<file path="config.mk">
export PLATFORM = sky130hd
export DESIGN_NAME = bitmap_change_scanner_unit
export DESIGN_NICKNAME = d
export VERILOG_FILES = /design/src/design/bcs_pkg.sv /design/src/design/bitmap_change_scanner_unit.sv
export SDC_FILE = /design/constraint.sdc
export NUM_CORES = 1
export LEC_CHECK = 0
export BUFFER_PORTS_ARGS = -buffer_cell sky130_fd_sc_hd__clkbuf_2
export CORE_UTILIZATION = 40
export CTS_BUF_LIST = sky130_fd_sc_hd__clkbuf_16
export DETAILED_ROUTE_END_ITERATION = 12
export PLACE_DENSITY_LB_ADDON = 0.08
export RECOVER_POWER = 25
export SLEW_MARGIN = 40
export SYNTH_ARGS = -nofsm -noshare
export SYNTH_HDL_FRONTEND = slang
export SYNTH_SLANG_ARGS = --single-unit
</file>
<file path="constraint.sdc">
create_clock -name clk -period 8.28 [get_ports clk]
set_clock_uncertainty 0.2 [all_clocks]
set_input_delay 1.656 -clock clk [delete_from_list [all_inputs] [get_ports clk]]
set_output_delay 1.656 -clock clk [all_outputs]
set_load 0.02 [all_outputs]
</file>
<file path="src/design/bcs_pkg.sv">
// Shared types and constants of the bitmap change scanner.
package bcs_pkg;

  localparam int MAX_ELEMENTS_DEF = 256;
  localparam int COUNT_W = 9;
  localparam int DELAY_W = 16;
  localparam int CFG_IDX_W = 2;
  localparam int CFG_DATA_W = 16;
  localparam logic [DELAY_W-1:0] RESET_DELAY = 16'd5;
  localparam logic [2:0] BIT_SEL_MASK = 3'd7;

  localparam logic [2:0] CMD_STEP = 3'd0;
  localparam logic [2:0] CMD_TICK = 3'd1;
  localparam logic [2:0] CMD_WRITE = 3'd2;
  localparam logic [2:0] CMD_START = 3'd3;
  localparam logic [2:0] CMD_BREAK = 3'd4;
  localparam logic [2:0] CMD_DONE = 3'd5;

  localparam logic [CFG_IDX_W-1:0] CFG_SEQUIN_COUNT = 2'd0;
  localparam logic [CFG_IDX_W-1:0] CFG_DELAY_TICKS = 2'd1;

  typedef enum logic [0:0] {
    ST_IDLE,
    ST_SCAN
  } state_t;

  typedef struct packed {
    logic [2:0] cmd;
    logic [4:0] byte_index;
    logic [7:0] byte_value;
  } in_word_t;

  typedef struct packed {
    logic       request;
    logic [7:0] element_index;
    logic       new_color;
    logic       finished;
    logic       busy_res;
  } out_word_t;

endpackage

</file>
<file path="src/design/bitmap_change_scanner_unit.sv">
// Top level of the bitmap change scanner: command decode, scan sequencer and bitmap memories.
//
// Usage: each word on the in_ channel is one command (step, tick, target byte write,
// start, break, update complete). Every accepted word yields exactly one word on the
// out_ channel, in order. The cfg_ channel writes the element count and the delay
// between element updates; the user must write it only while no command is in
// flight, as the block itself does not enforce it. A word that does not scan has its
// result written into the output queue in the cycle it is accepted. A step that scans
// reads the current and target bitmaps one byte per cycle from their synchronous
// memories until it finds a changed element or reaches the count. One command is in flight
// at a time; the next is taken when its result has been queued.
// Results go into a two-word output queue, so a new command is accepted while one
// result waits; when the receiver stalls and the queue is full, in_ready drops.
// Reset clears both bitmaps at once through per-byte valid flags, resets the
// sequencer flags and loads the delay register with five ticks.
module bitmap_change_scanner_unit #(
  parameter int MAX_ELEMENTS = bcs_pkg::MAX_ELEMENTS_DEF
) (
  input  logic                               clk,
  input  logic                               rst_n,
  input  logic                               in_valid,
  output logic                               in_ready,
  input  bcs_pkg::in_word_t                  in_word,
  output logic                               out_valid,
  input  logic                               out_ready,
  output bcs_pkg::out_word_t                 out_word,
  input  logic                               cfg_valid,
  output logic                               cfg_ready,
  input  logic [bcs_pkg::CFG_IDX_W-1:0]      cfg_index,
  input  logic [bcs_pkg::CFG_DATA_W-1:0]     cfg_data
);

  localparam int COUNT_MAX = (1 << bcs_pkg::COUNT_W) - 1;
  localparam int LIMIT_MAX = (MAX_ELEMENTS < COUNT_MAX) ? MAX_ELEMENTS : COUNT_MAX;
  localparam int POS_W = $clog2(LIMIT_MAX + 1);
  localparam int DEPTH = (LIMIT_MAX + 7) / 8;
  localparam int ADDR_W = (DEPTH > 1) ? $clog2(DEPTH) : 1;

  bcs_pkg::state_t state_r, state_nxt;

  logic [bcs_pkg::COUNT_W-1:0] seq_cnt_r;
  logic [bcs_pkg::DELAY_W-1:0] dticks_r;
  logic                        active_r, active_nxt;
  logic                        idle_r, idle_nxt;
  logic [POS_W-1:0]            pos_r, pos_nxt;
  logic                        started_r, started_nxt;
  logic                        done_r, done_nxt;
  logic [bcs_pkg::DELAY_W-1:0] dcnt_r, dcnt_nxt;
  logic                        expired_r, expired_nxt;

  logic [7:0]       cur_mem [DEPTH];
  logic [7:0]       tgt_mem [DEPTH];
  logic [DEPTH-1:0] cur_vld_r;
  logic [DEPTH-1:0] tgt_vld_r;
  logic [7:0]       cur_q_r, tgt_q_r;
  logic             cur_qv_r, tgt_qv_r;

  logic              cur_we, tgt_we;
  logic [ADDR_W-1:0] cur_wa, tgt_wa, rd_addr;
  logic [7:0]        cur_wd;

  bcs_pkg::out_word_t q_r [2];
  logic [1:0]         cnt_r;
  logic               push, pop;
  bcs_pkg::out_word_t push_word;

  logic             in_acc;
  logic [POS_W-1:0] limit_w;
  logic [POS_W-1:0] base_w;
  logic [POS_W:0]   next_base;
  logic [POS_W-1:0] pos_after;
  logic [7:0]       cur_b, tgt_b, cand;
  logic             found;
  logic [2:0]       found_bit;
  logic [POS_W-1:0] elem_w;

  assign in_acc = in_valid && in_ready;
  assign cfg_ready = 1'b1;
  assign in_ready = (state_r == bcs_pkg::ST_IDLE) && (cnt_r != 2'd2);
  assign out_valid = (cnt_r != 2'd0);
  assign out_word = q_r[0];
  assign pop = out_valid && out_ready;

  assign limit_w = (32'(seq_cnt_r) > LIMIT_MAX) ? POS_W'(LIMIT_MAX) : POS_W'(seq_cnt_r);
  assign base_w = pos_r & ~POS_W'(bcs_pkg::BIT_SEL_MASK);
  assign next_base = (POS_W + 1)'(base_w) + (POS_W + 1)'(8);
  assign pos_after = (next_base >= (POS_W + 1)'(limit_w)) ? limit_w : POS_W'(next_base);
  assign cur_b = cur_qv_r ? cur_q_r : 8'd0;
  assign tgt_b = tgt_qv_r ? tgt_q_r : 8'd0;

  always_comb begin
    for (int j = 0; j < 8; j++) begin
      cand[j] = (cur_b[j] ^ tgt_b[j]) && (3'(j) >= pos_r[2:0]) &&
                ((base_w | POS_W'(j)) < limit_w);
    end
  end

  always_comb begin
    found = 1'b0;
    found_bit = 3'd0;
    for (int j = 7; j >= 0; j--) begin
      if (cand[j]) begin
        found = 1'b1;
        found_bit = 3'(j);
      end
    end
  end

  assign elem_w = base_w | POS_W'(found_bit);

  always_ff @(posedge clk) begin
    if (!rst_n) begin
      seq_cnt_r <= '0;
      dticks_r <= bcs_pkg::RESET_DELAY;
    end else if (cfg_valid && cfg_ready) begin
      if (cfg_index == bcs_pkg::CFG_SEQUIN_COUNT) begin
        seq_cnt_r <= cfg_data[bcs_pkg::COUNT_W-1:0];
      end else if (cfg_index == bcs_pkg::CFG_DELAY_TICKS) begin
        dticks_r <= cfg_data[bcs_pkg::DELAY_W-1:0];
      end
    end
  end

  always_comb begin
    state_nxt = state_r;
    active_nxt = active_r;
    idle_nxt = idle_r;
    pos_nxt = pos_r;
    started_nxt = started_r;
    done_nxt = done_r;
    dcnt_nxt = dcnt_r;
    expired_nxt = expired_r;
    rd_addr = ADDR_W'(pos_r >> 3);
    cur_we = 1'b0;
    cur_wa = ADDR_W'(pos_r >> 3);
    cur_wd = cur_b;
    tgt_we = 1'b0;
    tgt_wa = ADDR_W'(in_word.byte_index);
    push = 1'b0;
    push_word = '0;
    unique case (state_r)
      bcs_pkg::ST_IDLE: begin
        if (in_acc) begin
          push = 1'b1;
          unique case (in_word.cmd)
            bcs_pkg::CMD_STEP: begin
              if (!active_r) begin
                push = 1'b1;
              end else if (idle_r) begin
                idle_nxt = 1'b0;
                pos_nxt = '0;
              end else if (pos_r >= limit_w) begin
                idle_nxt = 1'b1;
                active_nxt = 1'b0;
                push_word.finished = 1'b1;
              end else if (!expired_r) begin
                push = 1'b1;
              end else if (done_r) begin
                dcnt_nxt = dticks_r;
                expired_nxt = 1'b0;
                started_nxt = 1'b0;
                done_nxt = 1'b0;
              end else if (!started_r) begin
                push = 1'b0;
                state_nxt = bcs_pkg::ST_SCAN;
              end
            end
            bcs_pkg::CMD_TICK: begin
              if (dcnt_r != '0) begin
                dcnt_nxt = dcnt_r - 16'd1;
              end
              if (dcnt_r <= 16'd1) begin
                expired_nxt = 1'b1;
              end
            end
            bcs_pkg::CMD_WRITE: begin
              tgt_we = (32'(in_word.byte_index) < DEPTH);
            end
            bcs_pkg::CMD_START: begin
              active_nxt = 1'b1;
            end
            bcs_pkg::CMD_BREAK: begin
              active_nxt = 1'b0;
              idle_nxt = 1'b1;
              dcnt_nxt = '0;
            end
            bcs_pkg::CMD_DONE: begin
              done_nxt = 1'b1;
            end
            default: begin
              push = 1'b1;
            end
          endcase
          push_word.busy_res = active_nxt;
        end
      end
      bcs_pkg::ST_SCAN: begin
        push_word.busy_res = active_r;
        if (found) begin
          cur_we = 1'b1;
          cur_wd = cur_b ^ (8'd1 << found_bit);
          pos_nxt = elem_w;
          started_nxt = 1'b1;
          done_nxt = 1'b0;
          push = 1'b1;
          push_word.request = 1'b1;
          push_word.element_index = 8'(elem_w);
          push_word.new_color = tgt_b[found_bit];
          state_nxt = bcs_pkg::ST_IDLE;
        end else begin
          pos_nxt = pos_after;
          rd_addr = ADDR_W'(pos_after >> 3);
          if (pos_after >= limit_w) begin
            push = 1'b1;
            state_nxt = bcs_pkg::ST_IDLE;
          end
        end
      end
      default: begin
        state_nxt = bcs_pkg::ST_IDLE;
      end
    endcase
  end

  always_ff @(posedge clk) begin
    if (!rst_n) begin
      state_r <= bcs_pkg::ST_IDLE;
      active_r <= 1'b0;
      idle_r <= 1'b1;
      pos_r <= '0;
      started_r <= 1'b0;
      done_r <= 1'b0;
      dcnt_r <= '0;
      expired_r <= 1'b0;
    end else begin
      state_r <= state_nxt;
      active_r <= active_nxt;
      idle_r <= idle_nxt;
      pos_r <= pos_nxt;
      started_r <= started_nxt;
      done_r <= done_nxt;
      dcnt_r <= dcnt_nxt;
      expired_r <= expired_nxt;
    end
  end

  always_ff @(posedge clk) begin
    if (cur_we) begin
      cur_mem[cur_wa] <= cur_wd;
    end
    cur_q_r <= cur_mem[rd_addr];
  end

  always_ff @(posedge clk) begin
    if (tgt_we) begin
      tgt_mem[tgt_wa] <= in_word.byte_value;
    end
    tgt_q_r <= tgt_mem[rd_addr];
  end

  always_ff @(posedge clk) begin
    if (!rst_n) begin
      cur_vld_r <= '0;
      tgt_vld_r <= '0;
      cur_qv_r <= 1'b0;
      tgt_qv_r <= 1'b0;
    end else begin
      if (cur_we) begin
        cur_vld_r[cur_wa] <= 1'b1;
      end
      if (tgt_we) begin
        tgt_vld_r[tgt_wa] <= 1'b1;
      end
      cur_qv_r <= cur_vld_r[rd_addr];
      tgt_qv_r <= tgt_vld_r[rd_addr];
    end
  end

  always_ff @(posedge clk) begin
    if (!rst_n) begin
      cnt_r <= 2'd0;
    end else begin
      cnt_r <= cnt_r + {1'b0, push} - {1'b0, pop};
    end
  end

  always_ff @(posedge clk) begin
    if (pop && push) begin
      if (cnt_r == 2'd2) begin
        q_r[0] <= q_r[1];
        q_r[1] <= push_word;
      end else begin
        q_r[0] <= push_word;
      end
    end else if (pop) begin
      q_r[0] <= q_r[1];
    end else if (push) begin
      if (cnt_r == 2'd0) begin
        q_r[0] <= push_word;
      end else begin
        q_r[1] <= push_word;
      end
    end
  end

  a_queue_room: assert property (@(posedge clk) disable iff (!rst_n)
    push |-> (cnt_r != 2'd2) || pop)
    else $error("Result pushed into a full output queue.");

  a_write_reports: assert property (@(posedge clk) disable iff (!rst_n)
    cur_we |-> push && push_word.request && started_nxt)
    else $error("Current bitmap changed without a request result.");

  a_finish_clears_busy: assert property (@(posedge clk) disable iff (!rst_n)
    (push && push_word.finished) |-> !push_word.busy_res && !push_word.request)
    else $error("Finished result still reports an active pass.");

  a_scan_in_range: assert property (@(posedge clk) disable iff (!rst_n)
    (state_r == bcs_pkg::ST_SCAN) |-> (pos_r < limit_w) && active_r && !started_r)
    else $error("Scan running outside the element range.");

  a_one_in_flight: assert property (@(posedge clk) disable iff (!rst_n)
    (in_acc && (state_nxt == bcs_pkg::ST_SCAN)) |=> !in_ready)
    else $error("Command accepted while a scan is in flight.");

endmodule
</file>
# After elaboration in Yosys (flattened, before gate mapping)
# Memory sizes are Yosys's and may differ from the RTL's. A register that Yosys moved wholly into a read port is not among the register bits.
# Cells that the tools add are included.
# W data, S select, Z words.
# word_totals
ff_bits	124
ram_bits	536
n_memories	3
input_bits	39
word_cells	276
out_inout_bits	15
# memory_table
memory	words	width	rd	rd_clocked_by_memory_dff	write_ports	line	text
cur_mem	32	8	1	1	1	bitmap_change_scanner_unit.sv:51	logic [7:0] cur_mem [DEPTH];
tgt_mem	32	8	1	1	1	bitmap_change_scanner_unit.sv:52	logic [7:0] tgt_mem [DEPTH];
q_r	2	12	2	0	2	bitmap_change_scanner_unit.sv:62	bcs_pkg::out_word_t q_r [2];
# classes
n_reduce_logical	39
order_cmp	27
eq_ne	29
n_bitwise	18
add_sub_neg	4
shift	1
n_mux	140
# op_table
op	count
$mux W16	6
$mux W1	90
$lt A9 B9 Y1	8
$or A32 B32 Y32	2
$mux W9	7
$mux W12	4
$pmux W16 S3	1
$mux W8	4
$ne A2 B2 Y1 const B	15
$mux W3	8
$logic_and A1 B1 Y1	22
$mux W10	2
$ge A9 B9 Y1	2
$lt A5 B6 Y1 const B	3
$pmux W9 S2	1
$le A16 B1 Y1 const B	1
$pmux W1 S2	8
$reduce_bool A16 Y1	1
$sub A16 B1 Y16 const B	1
$reduce_and A7 Y1	2
$ge A3 B3 Y1 const A	4
$ne A3 B3 Y1 const B	4
$add A9 B4 Y10 const B	1
$bmux W1 S5	2
35 further kinds	59

# Longest topological paths before layout
# depth
depth_word	20
ltp_mapped	23
ltp_nobuf	21

# Worst setup path after synthesis
# Ideal clock, no wire load.
# synth_timing
kind	register to register
start	register pos_r[3]
end	memory q_r[0][12] in the netlist's numbering, enable pin
t_required_ps	7680
setup_ps	400
path_buffers	1
period_less_slack_ps	5227
arrival_ps	4626
path_slack_ps	3053
stages_incl_launch_ff	16
path_cell_list	dfxtp_1 clkinv_1 ha_1 ha_1 a21oi_1 nor2_1 nor4_4 clkbuf_1 o21ai_0 ha_1 a21o_1 a21o_1 a21o_1 o32a_1 ha_1 a211oi_1
# synth_lines
item	line	text
from (decl)	bitmap_change_scanner_unit.sv:45	logic [POS_W-1:0] pos_r, pos_nxt;
from (signal assigned)	bitmap_change_scanner_unit.sv:239	pos_r <= pos_nxt;
to (decl)	bitmap_change_scanner_unit.sv:62	

==> results.cfg <==
[worst_setup_path]
timing.rr.start = pos_r[7]$_SDFFE_PN0P_
rr_worst_depth = 18
endpoint_kind = flip-flop
critical_path_peak_fanout = 19
r2r_setup_slack_ps = 2160
crit_start = pos_r[7]$_SDFFE_PN0P_
crit_required_ps = 8440
crit_type = reg2reg
start_kind = flip-flop
cp-endpoint = q_r[0][6]$_DFFE_PP_
r2r-end = q_r[0][6]$_DFFE_PP_
arrival_ps = 6280

[timing]
finalSetupViolCount = 0
hold_ws_ps = 259
rsz0062_at_grt = false
hold_viol = 0
max_freq_ghz = 0.163
maxSlewHeadroom_pct = -28.8
tns_ps = 0
fin_crit_ps = 6120
post-route-period-util_pct = 73.9
tightest_slew_ps = 1930
drv_slew = 242

[placement]
post-dp-hpwl_um = 52300
io_buffers = 52
dp.cells = 3282
gp_congestion = 0.872
dpl_cell_area_um2 = 29700

[clocking]
cts_tree = built
htree_levels = 3
post-cts-setup-buffers = 0
cts_resized = 0
clk_latency_ps = 620
cts.sinks = 676
clockBufferDepth = 3
numCtsBuffers = 76
cts-root-buf = clkbuf_16
clkTransAtPathRegs_ps = 60
cts_hold_buf = 0

[pwr]
leakagePower_nw = 10.9
peakVddDrop_mv = 0.162
power_density_nw_per_um2 = 225

[synth]
yosys.area.top_type = edfxtp_1
seq_area_frac_synth_pct = 66.6
yosys.area_share.xor_xnor_pct = 0.648
yosysWarnings = 0
async_flop_share_pct = 0
synth-simple-area-share_pct = 13.6
post_synth_num_cell_types = 82
synth_top_family_by_area = simple AND/OR/NAND/NOR gates
syn_nets = 2471
postSynthCellCount = 2401
syn-cell-area_um2 = 28400
synth_top_area_share_pct = 56.7
ys.flop_type = edfxtp_1
ys_ff_latch = 676
yosys-mux-area-fraction_pct = 3.31
yosysMostFrequentCell = edfxtp_1
synth-compound-area-share_pct = 11.6
synth_fa_ha_area_share_pct = 1.37
synth_common_cells = edfxtp_1, nand2_1, nor2_1
synth_edf_count = 536
postSynthAreaPerCell_um2 = 11.8
synthTopCellsByArea = edfxtp_1, dfxtp_1, nand2_1, nor2_1, a32oi_1

[global_routing]
grt_max_degree = 87
grt-ovfl-total = 0
grt_pass1_vias = 18471
grt_pass1_wl_um = 121000
antenna_found_initial = 3
grt_use_total_pct = 22.8

[hold_path]
min_delay_path_depth = 2
hold_class = reg2reg

[routing]
drt_iter0_markers = 1725
avgViaCountPerCell = 5.61
vias = 19204
wl_per_cell_um = 23.7
detail_route.first_pass.iterations = 5
ant_nets = 0
drcViolationCount = 0
drt-total-wl_um = 81300

[floorplanning]
rows = 97
initial_core_util_pct = 40.5
core_area_um2 = 70100
io_pins = 54
die_w_um = 268
die-area_um2 = 72000
fp.dieH_um = 268

[final_layout]
nNetsFinal = 2490
syn_to_final_growth_pct = 12.5
final_cells = 3422
stdcell_area_um2 = 31900
final_util_pct = 45.5
antenna_cells = 0
drive_gt1_share_pct = 11.8

[job]
max_cap_violations = 8

[outcome]
violations = max-capacitance violations, max-slew violations
status = finished, violations left
power by group:
part	internal (mW)	switching (mW)
logic	0.104	0.238
clock network	1.77	1.35
registers	3.71	0.0241
total	5.58	1.61
final cells by class:
class | count | area (um2)
Fill cell | 6478 | 38200
Sequential cell | 676 | 18900
Multi-Input combinational cell | 1553 | 8930
Clock buffer | 78 | 1950
Tap cell | 940 | 1180
Timing Repair Buffer | 92 | 558
Clock inverter | 62 | 347
Inverter | 21 | 81.3
worst min path at each step:
stage,startpoint,to,slack (ps)
floorplan,tgt_vld_r[16]$_SDFFE_PN0P_,tgt_vld_r[16]$_SDFFE_PN0P_,230
global placement,dticks_r[3]$_SDFFE_PN0P_,dticks_r[3]$_SDFFE_PN0P_,250
detailed placement,dticks_r[7]$_SDFFE_PN0P_,dticks_r[7]$_SDFFE_PN0P_,250
CTS,dticks_r[7]$_SDFFE_PN0P_,dticks_r[7]$_SDFFE_PN0P_,260
global route,dticks_r[6]$_SDFFE_PN0P_,dticks_r[6]$_SDFFE_PN0P_,280
finish,dticks_r[7]$_SDFFE_PN0P_,dticks_r[7]$_SDFFE_PN0P_,260
metrics by stage:
step / worst slack, ps / power [mW]
after floorplan: 3050 / 4.06
after global placement: 2280 / 4.14
after detailed placement: 2270 / 4.15
after CTS: 2260 / 7.27
after global routing: 1750 / 7.43
final: 2160 / 7.19
worst max-delay path, cell delays in order (launching register included):
cell	delay, ps
dfxtp_1	760
nand2_1	290
nor3_1	240
xor2_1	210
ha_1	270
nand4_1	100
nor2_1	80
nor4_4	760
o21ai_0	340
ha_1	370
a21o_1	180
a21o_1	160
a21o_1	180
o32a_1	340
ha_1	260
nor2_1	210
nand2_1	80
nand3_1	410
mux2_2	400
cells in the final DEF (no fill, tap or decap), types with 45 or more instances in the layout:
master and instances:
edfxtp_1 536, nand2_1 459, nor2_1 241, dfxtp_1 140, a21oi_1 96, o21ai_0 80
clkbuf_16 78, a32oi_1 69, a31oi_1 66, mux2i_1 59, nand3_1 54, nor2_2 45
metal layers:
metal,GRT usage [%],wire (um)
met1,32.3,37400
met2,35.6,37100
met3,4.07,4950
met4,6.79,1820
met5,0,27
sequential cells by signal, indices dropped and copies added, names as in the netlist, 2 cells and up:
register	cells
cnt_r	2
pos_r	9
cur_q_r	8
tgt_q_r	8
cur_mem	256
dticks_r	16
dcnt_r	16
tgt_vld_r	32
cur_vld_r	32
q_r	24
tgt_mem	256
seq_cnt_r	9
logic make-up (layout without fill, tap and decap cells):
| group | Yosys count | count (layout) |
|---|---|---|
| simple gates | 926 | 926 |
| buf+inv | 172 | 253 |
| xor+xnor | 21 | 21 |
| compound gates | 484 | 484 |
| flops | 676 | 676 |
| other cells | 1 | 1 |
| fa+ha+maj | 31 | 31 |
| mux | 90 | 90 |
No activity file was read; power rests on OpenSTA's default activity.
